--- src/design/sawc_pkg.sv ---
`default_nettype none
package sawc_pkg;

	localparam int SAWC_WAYS = 4;
	// set index is taken straight from the address bits above the word select,
	// so the set count stays a power of two
	localparam int SAWC_SETS = 2;
	localparam int SAWC_SET_W = (SAWC_SETS > 1) ? $clog2(SAWC_SETS) : 1;
	localparam int TAG_W = 28;
	localparam logic [7:0] MISS_LAT_RST = 8'd29;
	localparam logic [7:0] STALL_MAX = 8'hFF;

	typedef enum logic [1:0] {
		ACT_LOAD  = 2'd0,
		ACT_STORE = 2'd1,
		ACT_FILL  = 2'd2,
		ACT_NONE  = 2'd3
	} action_t;

	typedef enum logic [2:0] {
		KIND_LOAD_HIT  = 3'd0,
		KIND_STORE_HIT = 3'd1,
		KIND_STALL     = 3'd2,
		KIND_WRITEBACK = 3'd3,
		KIND_FILL_REQ  = 3'd4,
		KIND_FILL_DONE = 3'd5
	} kind_t;

	typedef enum logic [2:0] {
		ST_IDLE   = 3'b001,
		ST_LOOK   = 3'b010,
		ST_SECOND = 3'b100
	} state_t;

	typedef struct packed {
		logic [1:0]  action;
		logic [31:0] address;
		logic [31:0] store_data;
		logic [31:0] fill_word_low;
		logic [31:0] fill_word_high;
	} sawc_item_t;

	typedef struct packed {
		logic [2:0]  kind;
		logic [31:0] mem_address;
		logic [31:0] word_low;
		logic [31:0] word_high;
		logic        last;
	} sawc_result_t;

	typedef struct packed {
		logic load_in;
		logic lookup;
		logic second;
	} sawc_cmd_t;

	typedef struct packed {
		logic no_result;
		logic two_results;
		logic out_free;
	} sawc_stat_t;

endpackage
`default_nettype wire

--- src/design/sawc_if.sv ---
`default_nettype none
interface sawc_req_if;
	logic        valid;
	logic        ready;
	logic [1:0]  action;
	logic [31:0] address;
	logic [31:0] store_data;
	logic [31:0] fill_word_low;
	logic [31:0] fill_word_high;
	modport source(output valid, action, address, store_data, fill_word_low, fill_word_high,
		input ready);
	modport sink(input valid, action, address, store_data, fill_word_low, fill_word_high,
		output ready);
endinterface

interface sawc_rsp_if;
	logic        valid;
	logic        ready;
	logic [2:0]  kind;
	logic [31:0] mem_address;
	logic [31:0] word_low;
	logic [31:0] word_high;
	logic        last;
	modport source(output valid, kind, mem_address, word_low, word_high, last, input ready);
	modport sink(input valid, kind, mem_address, word_low, word_high, last, output ready);
endinterface

interface sawc_cfg_if;
	logic       valid;
	logic       ready;
	logic [7:0] data;
	modport source(output valid, data, input ready);
	modport sink(input valid, data, output ready);
endinterface
`default_nettype wire

--- src/design/sawc_ctrl.sv ---
`default_nettype none
module sawc_ctrl import sawc_pkg::*; (
	input  logic       clk,
	input  logic       arst_n,
	input  logic       req_valid,
	output logic       req_ready,
	input  sawc_stat_t stat,
	output sawc_cmd_t  cmd
);

	state_t state_q, state_d;

	always_comb begin
		state_d = state_q;
		req_ready = 1'b0;
		cmd = '0;
		case (state_q)
			ST_IDLE: begin
				req_ready = 1'b1;
				if (req_valid) begin
					cmd.load_in = 1'b1;
					state_d = ST_LOOK;
				end
			end
			ST_LOOK: begin
				if (stat.no_result) begin
					state_d = ST_IDLE;
				end else if (stat.out_free) begin
					cmd.lookup = 1'b1;
					state_d = stat.two_results ? ST_SECOND : ST_IDLE;
				end
			end
			ST_SECOND: begin
				if (stat.out_free) begin
					cmd.second = 1'b1;
					state_d = ST_IDLE;
				end
			end
			default: begin
				state_d = ST_IDLE;
			end
		endcase
	end

	always_ff @(posedge clk or negedge arst_n) begin
		if (!arst_n) begin
			state_q <= ST_IDLE;
		end else begin
			state_q <= state_d;
		end
	end

endmodule
`default_nettype wire

--- src/design/sawc_dp.sv ---
`default_nettype none
module sawc_dp import sawc_pkg::*; #(
	parameter int WAYS = SAWC_WAYS
) (
	input  logic         clk,
	input  logic         arst_n,
	input  sawc_item_t   item,
	input  sawc_cmd_t    cmd,
	output sawc_stat_t   stat,
	output sawc_result_t result,
	output logic         result_valid,
	input  logic         result_ready,
	input  logic         cfg_valid,
	input  logic [7:0]   cfg_data,
	output logic         cfg_ready
);

	localparam int WAY_W = (WAYS > 1) ? $clog2(WAYS) : 1;
	typedef logic [WAY_W-1:0] way_t;
	typedef way_t [WAYS-1:0] order_t;

	sawc_item_t item_q;
	logic [TAG_W-1:0] tag_q [SAWC_SETS][WAYS];
	logic [31:0] data_q [SAWC_SETS][WAYS][2];
	logic [WAYS-1:0] valid_q [SAWC_SETS];
	logic [WAYS-1:0] dirty_q [SAWC_SETS];
	order_t lru_q [SAWC_SETS];
	logic [7:0] cnt_q;
	logic [7:0] lat_q;
	logic pend_valid_q;
	logic pend_store_q;
	way_t pend_way_q;
	logic out_valid_q;
	sawc_result_t out_q;

	logic [SAWC_SET_W-1:0] set_idx;
	logic [TAG_W-1:0] tag;
	logic word;
	logic hit;
	way_t hit_way;
	way_t victim;
	way_t rd_way;
	way_t touch_way;
	logic [31:0] rd_lo, rd_hi;
	logic is_acc, is_store, fill_ok, acc_hit, stall, replace, wb;
	order_t new_order;
	sawc_result_t look_res, freq_res;

	// move the way to the most recent end, shifting the younger ones down
	function automatic order_t touch(order_t ord, way_t way);
		order_t res;
		logic found;
		res = ord;
		found = 1'b0;
		for (int i = 0; i < WAYS; i++) begin
			if (!found && ord[i] == way) found = 1'b1;
			if (found) res[i] = (i == WAYS - 1) ? way : ord[(i + 1) % WAYS];
		end
		return res;
	endfunction

	assign set_idx = item_q.address[3 +: SAWC_SET_W];
	assign tag = item_q.address[31:4];
	assign word = item_q.address[2];

	always_comb begin
		hit = 1'b0;
		hit_way = '0;
		// lowest matching way wins
		for (int w = WAYS - 1; w >= 0; w--) begin
			if (valid_q[set_idx][w] && tag_q[set_idx][w] == tag) begin
				hit = 1'b1;
				hit_way = way_t'(w);
			end
		end
	end

	assign victim = lru_q[set_idx][0];
	assign rd_way = hit ? hit_way : victim;
	assign rd_lo = data_q[set_idx][rd_way][0];
	assign rd_hi = data_q[set_idx][rd_way][1];

	assign is_store = (item_q.action == ACT_STORE);
	assign is_acc = (item_q.action == ACT_LOAD) || is_store;
	assign fill_ok = (item_q.action == ACT_FILL) && pend_valid_q;
	assign acc_hit = is_acc && hit;
	assign stall = is_acc && !hit && (pend_valid_q || cnt_q < lat_q);
	assign replace = is_acc && !hit && !stall;
	assign wb = replace && valid_q[set_idx][victim] && dirty_q[set_idx][victim];

	assign touch_way = fill_ok ? pend_way_q : hit_way;
	assign new_order = touch(lru_q[set_idx], touch_way);

	assign stat.no_result = !(fill_ok || is_acc);
	assign stat.two_results = wb;
	assign stat.out_free = !out_valid_q || result_ready;

	always_comb begin
		freq_res = '0;
		freq_res.kind = KIND_FILL_REQ;
		freq_res.mem_address = {item_q.address[31:3], 3'b000};
		freq_res.last = 1'b1;

		look_res = '0;
		look_res.last = 1'b1;
		look_res.kind = KIND_STALL;
		if (fill_ok) begin
			look_res.kind = KIND_FILL_DONE;
		end else if (acc_hit) begin
			if (is_store) begin
				look_res.kind = KIND_STORE_HIT;
			end else begin
				look_res.kind = KIND_LOAD_HIT;
				look_res.word_low = rd_lo;
				look_res.word_high = rd_hi;
			end
		end else if (wb) begin
			look_res.kind = KIND_WRITEBACK;
			look_res.mem_address = {tag_q[set_idx][victim], set_idx[0], 3'b000};
			look_res.word_low = rd_lo;
			look_res.word_high = rd_hi;
			look_res.last = 1'b0;
		end else if (replace) begin
			look_res = freq_res;
		end
	end

	always_ff @(posedge clk or negedge arst_n) begin
		if (!arst_n) begin
			for (int s = 0; s < SAWC_SETS; s++) begin
				valid_q[s] <= '0;
				dirty_q[s] <= '0;
				for (int w = 0; w < WAYS; w++) begin
					lru_q[s][w] <= way_t'(w);
				end
			end
			cnt_q <= '0;
			lat_q <= MISS_LAT_RST;
			pend_valid_q <= 1'b0;
			pend_store_q <= 1'b0;
			pend_way_q <= '0;
			out_valid_q <= 1'b0;
		end else begin
			if (cfg_valid) lat_q <= cfg_data;
			if (cmd.lookup || cmd.second) begin
				out_valid_q <= 1'b1;
			end else if (result_ready) begin
				out_valid_q <= 1'b0;
			end
			if (cmd.lookup) begin
				if (fill_ok) begin
					valid_q[set_idx][pend_way_q] <= 1'b1;
					dirty_q[set_idx][pend_way_q] <= pend_store_q;
					lru_q[set_idx] <= new_order;
					pend_valid_q <= 1'b0;
				end else if (acc_hit) begin
					cnt_q <= '0;
					lru_q[set_idx] <= new_order;
					if (is_store) dirty_q[set_idx][hit_way] <= 1'b1;
				end else if (stall) begin
					if (!pend_valid_q && cnt_q != STALL_MAX) cnt_q <= cnt_q + 8'd1;
				end else if (replace) begin
					// victim leaves the set until its fill returns
					valid_q[set_idx][victim] <= 1'b0;
					dirty_q[set_idx][victim] <= 1'b0;
					pend_valid_q <= 1'b1;
					pend_store_q <= is_store;
					pend_way_q <= victim;
					cnt_q <= '0;
				end
			end
		end
	end

	always_ff @(posedge clk) begin
		if (cmd.load_in) item_q <= item;
		if (cmd.lookup && fill_ok) begin
			tag_q[set_idx][pend_way_q] <= tag;
			data_q[set_idx][pend_way_q][0] <= item_q.fill_word_low;
			data_q[set_idx][pend_way_q][1] <= item_q.fill_word_high;
		end
		if (cmd.lookup && acc_hit && is_store) begin
			data_q[set_idx][hit_way][word] <= item_q.store_data;
		end
		if (cmd.lookup) begin
			out_q <= look_res;
		end else if (cmd.second) begin
			out_q <= freq_res;
		end
	end

	assign result = out_q;
	assign result_valid = out_valid_q;
	assign cfg_ready = 1'b1;

endmodule
`default_nettype wire

--- src/design/set_assoc_writeback_lru_cache.sv ---
// Write-back, write-allocate set-associative cache with true LRU per set.
// req channel: one access item (load, store or fill data from memory).
// rsp channel: result items; kind tells load hit, store hit, stall, writeback,
//   fill request or fill done, and last marks the final result of an item.
// cfg channel: writes the miss latency register, always ready; write it only
//   while no item is in flight.
// An item is accepted in the idle state and moves to lookup in the next cycle;
// its first result is registered at the lookup, and a new item is taken only
// once the last result of the one before is registered. A replacement of a
// dirty victim gives two results (writeback, then fill request) and holds
// the next item until the fill request is registered. Fill with nothing
// pending gives no result. Results sit in one output register; while rsp
// stalls, the lookup waits and req is not ready once the next item has been
// taken. Reset clears valid and dirty bits, LRU order, the stall count and
// any pending fill, and sets the miss latency register to MISS_LAT_RST.
`default_nettype none
module set_assoc_writeback_lru_cache import sawc_pkg::*; #(
	parameter int WAYS = SAWC_WAYS
) (
	input  wire  clk,
	input  wire  arst_n,
	sawc_req_if.sink   req,
	sawc_rsp_if.source rsp,
	sawc_cfg_if.sink   cfg
);

	sawc_item_t item;
	sawc_cmd_t cmd;
	sawc_stat_t stat;
	sawc_result_t result;

	assign item.action = req.action;
	assign item.address = req.address;
	assign item.store_data = req.store_data;
	assign item.fill_word_low = req.fill_word_low;
	assign item.fill_word_high = req.fill_word_high;

	sawc_ctrl u_ctrl (
		.clk       (clk),
		.arst_n    (arst_n),
		.req_valid (req.valid),
		.req_ready (req.ready),
		.stat      (stat),
		.cmd       (cmd)
	);

	sawc_dp #(
		.WAYS (WAYS)
	) u_dp (
		.clk          (clk),
		.arst_n       (arst_n),
		.item         (item),
		.cmd          (cmd),
		.stat         (stat),
		.result       (result),
		.result_valid (rsp.valid),
		.result_ready (rsp.ready),
		.cfg_valid    (cfg.valid),
		.cfg_data     (cfg.data),
		.cfg_ready    (cfg.ready)
	);

	assign rsp.kind = result.kind;
	assign rsp.mem_address = result.mem_address;
	assign rsp.word_low = result.word_low;
	assign rsp.word_high = result.word_high;
	assign rsp.last = result.last;

endmodule
`default_nettype wire

--- src/flat_wrapper.sv ---
// flat-port wrapper written by rule: the top's interface ports become plain ports
module set_assoc_writeback_lru_cache_flat import sawc_pkg::*;
#(
	parameter int WAYS = SAWC_WAYS
)
  (clk, arst_n, req_valid, req_action, req_address, req_store_data, req_fill_word_low, req_fill_word_high, req_ready, rsp_valid, rsp_kind, rsp_mem_address, rsp_word_low, rsp_word_high, rsp_last, rsp_ready, cfg_valid, cfg_data, cfg_ready);
  sawc_req_if req_i ();
  sawc_rsp_if rsp_i ();
  sawc_cfg_if cfg_i ();
  input  wire clk;
  input  wire arst_n;
  input wire logic [$bits(req_i.valid)-1:0] req_valid;
  input wire logic [$bits(req_i.action)-1:0] req_action;
  input wire logic [$bits(req_i.address)-1:0] req_address;
  input wire logic [$bits(req_i.store_data)-1:0] req_store_data;
  input wire logic [$bits(req_i.fill_word_low)-1:0] req_fill_word_low;
  input wire logic [$bits(req_i.fill_word_high)-1:0] req_fill_word_high;
  output wire logic [$bits(req_i.ready)-1:0] req_ready;
  output wire logic [$bits(rsp_i.valid)-1:0] rsp_valid;
  output wire logic [$bits(rsp_i.kind)-1:0] rsp_kind;
  output wire logic [$bits(rsp_i.mem_address)-1:0] rsp_mem_address;
  output wire logic [$bits(rsp_i.word_low)-1:0] rsp_word_low;
  output wire logic [$bits(rsp_i.word_high)-1:0] rsp_word_high;
  output wire logic [$bits(rsp_i.last)-1:0] rsp_last;
  input wire logic [$bits(rsp_i.ready)-1:0] rsp_ready;
  input wire logic [$bits(cfg_i.valid)-1:0] cfg_valid;
  input wire logic [$bits(cfg_i.data)-1:0] cfg_data;
  output wire logic [$bits(cfg_i.ready)-1:0] cfg_ready;
  assign req_i.valid = req_valid;
  assign req_i.action = req_action;
  assign req_i.address = req_address;
  assign req_i.store_data = req_store_data;
  assign req_i.fill_word_low = req_fill_word_low;
  assign req_i.fill_word_high = req_fill_word_high;
  assign req_ready = req_i.ready;
  assign rsp_valid = rsp_i.valid;
  assign rsp_kind = rsp_i.kind;
  assign rsp_mem_address = rsp_i.mem_address;
  assign rsp_word_low = rsp_i.word_low;
  assign rsp_word_high = rsp_i.word_high;
  assign rsp_last = rsp_i.last;
  assign rsp_i.ready = rsp_ready;
  assign cfg_i.valid = cfg_valid;
  assign cfg_i.data = cfg_data;
  assign cfg_ready = cfg_i.ready;
  set_assoc_writeback_lru_cache #(.WAYS(WAYS)) u_core (.clk(clk), .arst_n(arst_n), .req(req_i), .rsp(rsp_i), .cfg(cfg_i));
endmodule
--- config.mk ---
export PLATFORM = sky130hd
export DESIGN_NAME = set_assoc_writeback_lru_cache_flat
export DESIGN_NICKNAME = d
export VERILOG_FILES = /design/src/design/sawc_pkg.sv /design/src/design/sawc_if.sv /design/src/design/sawc_ctrl.sv /design/src/design/sawc_dp.sv /design/src/design/set_assoc_writeback_lru_cache.sv /design/src/flat_wrapper.sv
export SDC_FILE = /design/constraint.sdc
export NUM_CORES = 2
export LEC_CHECK = 0
export BUFFER_PORTS_ARGS = -buffer_cell sky130_fd_sc_hd__clkbuf_2
export CORE_MARGIN = 2
export CORE_UTILIZATION = 55
export DETAILED_ROUTE_END_ITERATION = 7
export GPL_ROUTABILITY_DRIVEN = 0
export GPL_TIMING_DRIVEN = 0
export HOLD_SLACK_MARGIN = 0.06
export PLACE_DENSITY = 0.82
export REMOVE_ABC_BUFFERS = 1
export SLEW_MARGIN = 30
export SYNTH_ARGS = -nofsm -noshare
export SYNTH_HDL_FRONTEND = slang
export SYNTH_HIERARCHICAL = 1
export SYNTH_SLANG_ARGS = --single-unit
--- constraint.sdc ---
create_clock -name clk -period 8.4 [get_ports clk]
set_input_delay 0.84 -clock clk [delete_from_list [all_inputs] [get_ports clk]]
set_output_delay 0.84 -clock clk [all_outputs]
set_load 0.005 [all_outputs]
==> results.cfg <==
[status]
status = finished, violations left
violations = design-rule violations

[power]
p_leak_nw = 18.09
ir_worst_vdd_mv = 0.1847
p_per_area_nw_per_um2 = 243.3

[global_route]
use_met3_pct = 6.746
antenna_found_initial = 3
track_usage_pct = 28.61
grt_busiest_layer = met2
use_met2_pct = 46.95
met1_usage_pct = 37.42
grt_overflow_total = 0
grt_pass1_wl_microns = 175800
first_global_vias = 28050
grt_max_degree = 57

[worst_setup_path]
crit_type = reg -> reg
crit_fanout = 33
startpoint_type = register
cp.required_ps = 8830
cp.arrival_ps = 7120
crit_path_end_kind = register

[placed_design]
numPortBuffers = 239
hpwl_microns = 79490
dpl-instance-area_sq_um = 48960
place_ws_ps = 2098
placed_cells = 3999

[clocking]
clk_latency_ps = 700
cts_hold_buf = 0
clockRootBuffer = clkbuf_16
cts_sinks = 1018
cts.reportedPaths.clkPinSlew_ps = 60
ctsResizeCount = 0
cts_buffers = 100
h-tree-depth = 3
postCtsSetupBuffers = 0
cts_tree = done
clockBufferDepth = 3

[timing]
hold_viol = 0
setup_slack_ps = 1708
worst_slew_pin_slew_ps = 980.4
period_share_pct = 79.67
setup_violations = 0
rsz0062_at_grt = no
slew_headroom_pct = 34.64
clock_skew_ps = 89.83
final.setup.tns_ps = 0
period_needed_ps = 6692
slew_viol_final = 0
max_clock_freq_mhz = 149.4

[floorplanning]
core-area_sq_um = 80290
rows = 104
pin_count = 246
start_util_pct = 55.39
die_y_microns = 288.4
dieArea_sq_um = 83150
die_x_microns = 288.4

[yosys]
synth_most_common_cell = edfxtp_1
ys_seq_area_share_pct = 68.12
synth_top_area_share_pct = 64.89
yosysTopAreaCell = edfxtp_1
synthFlopType = edfxtp_1
ys_types = 77
syn_avg_cell_area_sq_um = 16.15
ys_top_cells_by_count = edfxtp_1 (961), mux2i_1 (315), nor2_1 (268), a21oi_1 (168), mux4_2 (142)
ys_seq_elements = 1018
synth_area_sq_um = 44470
synthArstFlopShare_pct = 5.501
synth-edff-count = 961
synthCells = 2753
yosys_warnings = 6
synth.top_cells.by_area = edfxtp_1 (65%), mux4_2 (7.2%), mux2i_1 (7.1%)

[routing]
viasPerCell = 6.559
vias = 27460
drc = 5
drtIter0Drc = 3911
wl_per_cell_microns = 28.51
dr.pass1.iters = 8
routed_wl_microns = 119400
ant_nets = 0

[layout]
drive_above_1_share_pct = 28.06
diodes = 0
seq_area_sq_um = 30300
fin_cells = 4186
fillCellCount = 5120
nNetsFinal = 3192
area_delta_synth_final_pct = 17.92
fin_area_sq_um = 52440
multi_input_area_sq_um = 13750

[worst_hold_path]
hold_path_class = in -> async

[flow_run]
cap_violations = 0
==> layout by cell type (no fill, tap or decap), types with 9 or more instances in the layout <==
cell / count
inv_1: 15
nand2_1: 50
mux2_2: 136
buf_4: 16
a21oi_1: 156
nor2_4: 15
nor2_1: 254
clkinv_1: 15
nand3_1: 10
a21oi_4: 12
mux4_2: 142
o21ai_0: 50
edfxtp_1: 961
clkinv_2: 20
nor4_1: 38
buf_2: 10
dfstp_2: 13
clkbuf_1: 15
xor2_1: 9
nand4_1: 16
clkbuf_16: 101
a32o_1: 14
buf_12: 14
nor3_1: 16
buf_8: 27
dfrtp_1: 43
bufinv_16: 14
xnor2_1: 114
buf_16: 51
clkbuf_2: 238
a22oi_1: 48
mux2i_1: 314
==> layer usage <==
| layer | up-vias | share of wire, % |
|---|---|---|
| met5 | - | 0.036 |
| met4 | 6 | 3.9 |
| met3 | 368 | 11 |
| met2 | 1936 | 49 |
| met1 | 13810 | 36 |
| li1 | 11340 | - |
==> where the power goes <==
part | internal (mW) | total (mW) | switching [mW] | leakage, nW
logic | 0.858 | 1.86 | 1.01 | 6.99
registers | 5.92 | 6.23 | 0.306 | 9.42
clock network | 2.70 | 4.67 | 1.97 | 1.69
==> layout make-up <==
| type | instances | area share [%] |
|---|---|---|
| clock buffer | 122 | 5.037 |
| clock inverter | 65 | 1.594 |
| inverter | 16 | 0.1145 |
| multi-input combinational | 1542 | 26.22 |
| sequential | 1018 | 57.78 |
| tap | 1060 | 2.529 |
| timing repair buffer | 363 | 6.724 |
==> path summary, 6_finish.rpt <==
kind | from | end | slack [ps] | cells past startpoint
min reg2reg | u_core/u_dp/valid_q[7] | u_core/u_dp/valid_q[7] | 470 | 1
max in group asynchronous | arst_n | u_core/u_dp/result_valid | 7560 | 1
min in group clk | req_store_data[0] | u_core/u_dp/item_q[64] | 310 | 1
max | register | u_core/u_dp/result[88] | 1710 | 15
min | arst_n | u_core/u_dp/dirty_q[3] | 270 | 1
max reg2reg | register | u_core/u_dp/result[88] | 1710 | 15
==> state kept, by name, indices dropped and copies added (netlist names), 2 cells and up, named ones only <==
signal and count:
u_core/u_dp/data_q 512, u_core/u_dp/tag_q 224, u_core/u_dp/item_q 99, u_core/u_dp/result 97
u_core/u_dp/freq_res 29, u_core/u_dp/lru_q 16, u_core/u_dp/cnt_q 8, u_core/u_dp/dirty_q 8
u_core/u_dp/lat_q 8, u_core/u_dp/valid_q 8, u_core/u_ctrl/state_q 3, u_core/u_dp/pend_way_q 2
==> logic make-up (layout without fill, tap and decap cells) <==
family          after synthesis  after routing  share of synthesized area (%)
flops                      1018           1018                          68.12
mux                         597            597                          17.83
simple gates                463            463                          4.724
compound gates              347            347                          4.791
buf+inv                     195            566                          1.871
xor+xnor                    123            123                          2.422
fa+ha+maj                     8              8                         0.2251
other cells                   2              4                        0.01689
==> critical path, cell delays in order, from the launching register on <==
cell	delay, ps
dfxtp_4	500
buf_16	280
buf_12	270
buf_16	290
mux2i_1	320
xnor2_1	310
nor4_1	150
nand4_1	260
nor2_1	220
nor4_2	600
buf_2	330
nand2_1	70
and3b_1	610
and2_1	870
inv_1	680
o21ai_0	600
==> stage by stage <==
stage / hold WS, ps / utilization, % / power [mW]
2_1_floorplan: 441.9 / - / 7.839
3_3_place_gp: 451.3 / 57.58 / 8.479
3_5_place_dp: 458.9 / 60.98 / 8.136
4_1_cts: 282.5 / 65.31 / 12.78
5_1_grt: 287.9 / 65.32 / 13.13
6_report: 272.6 / 65.32 / 12.76
No activity file was read; power rests on OpenSTA's default activity.
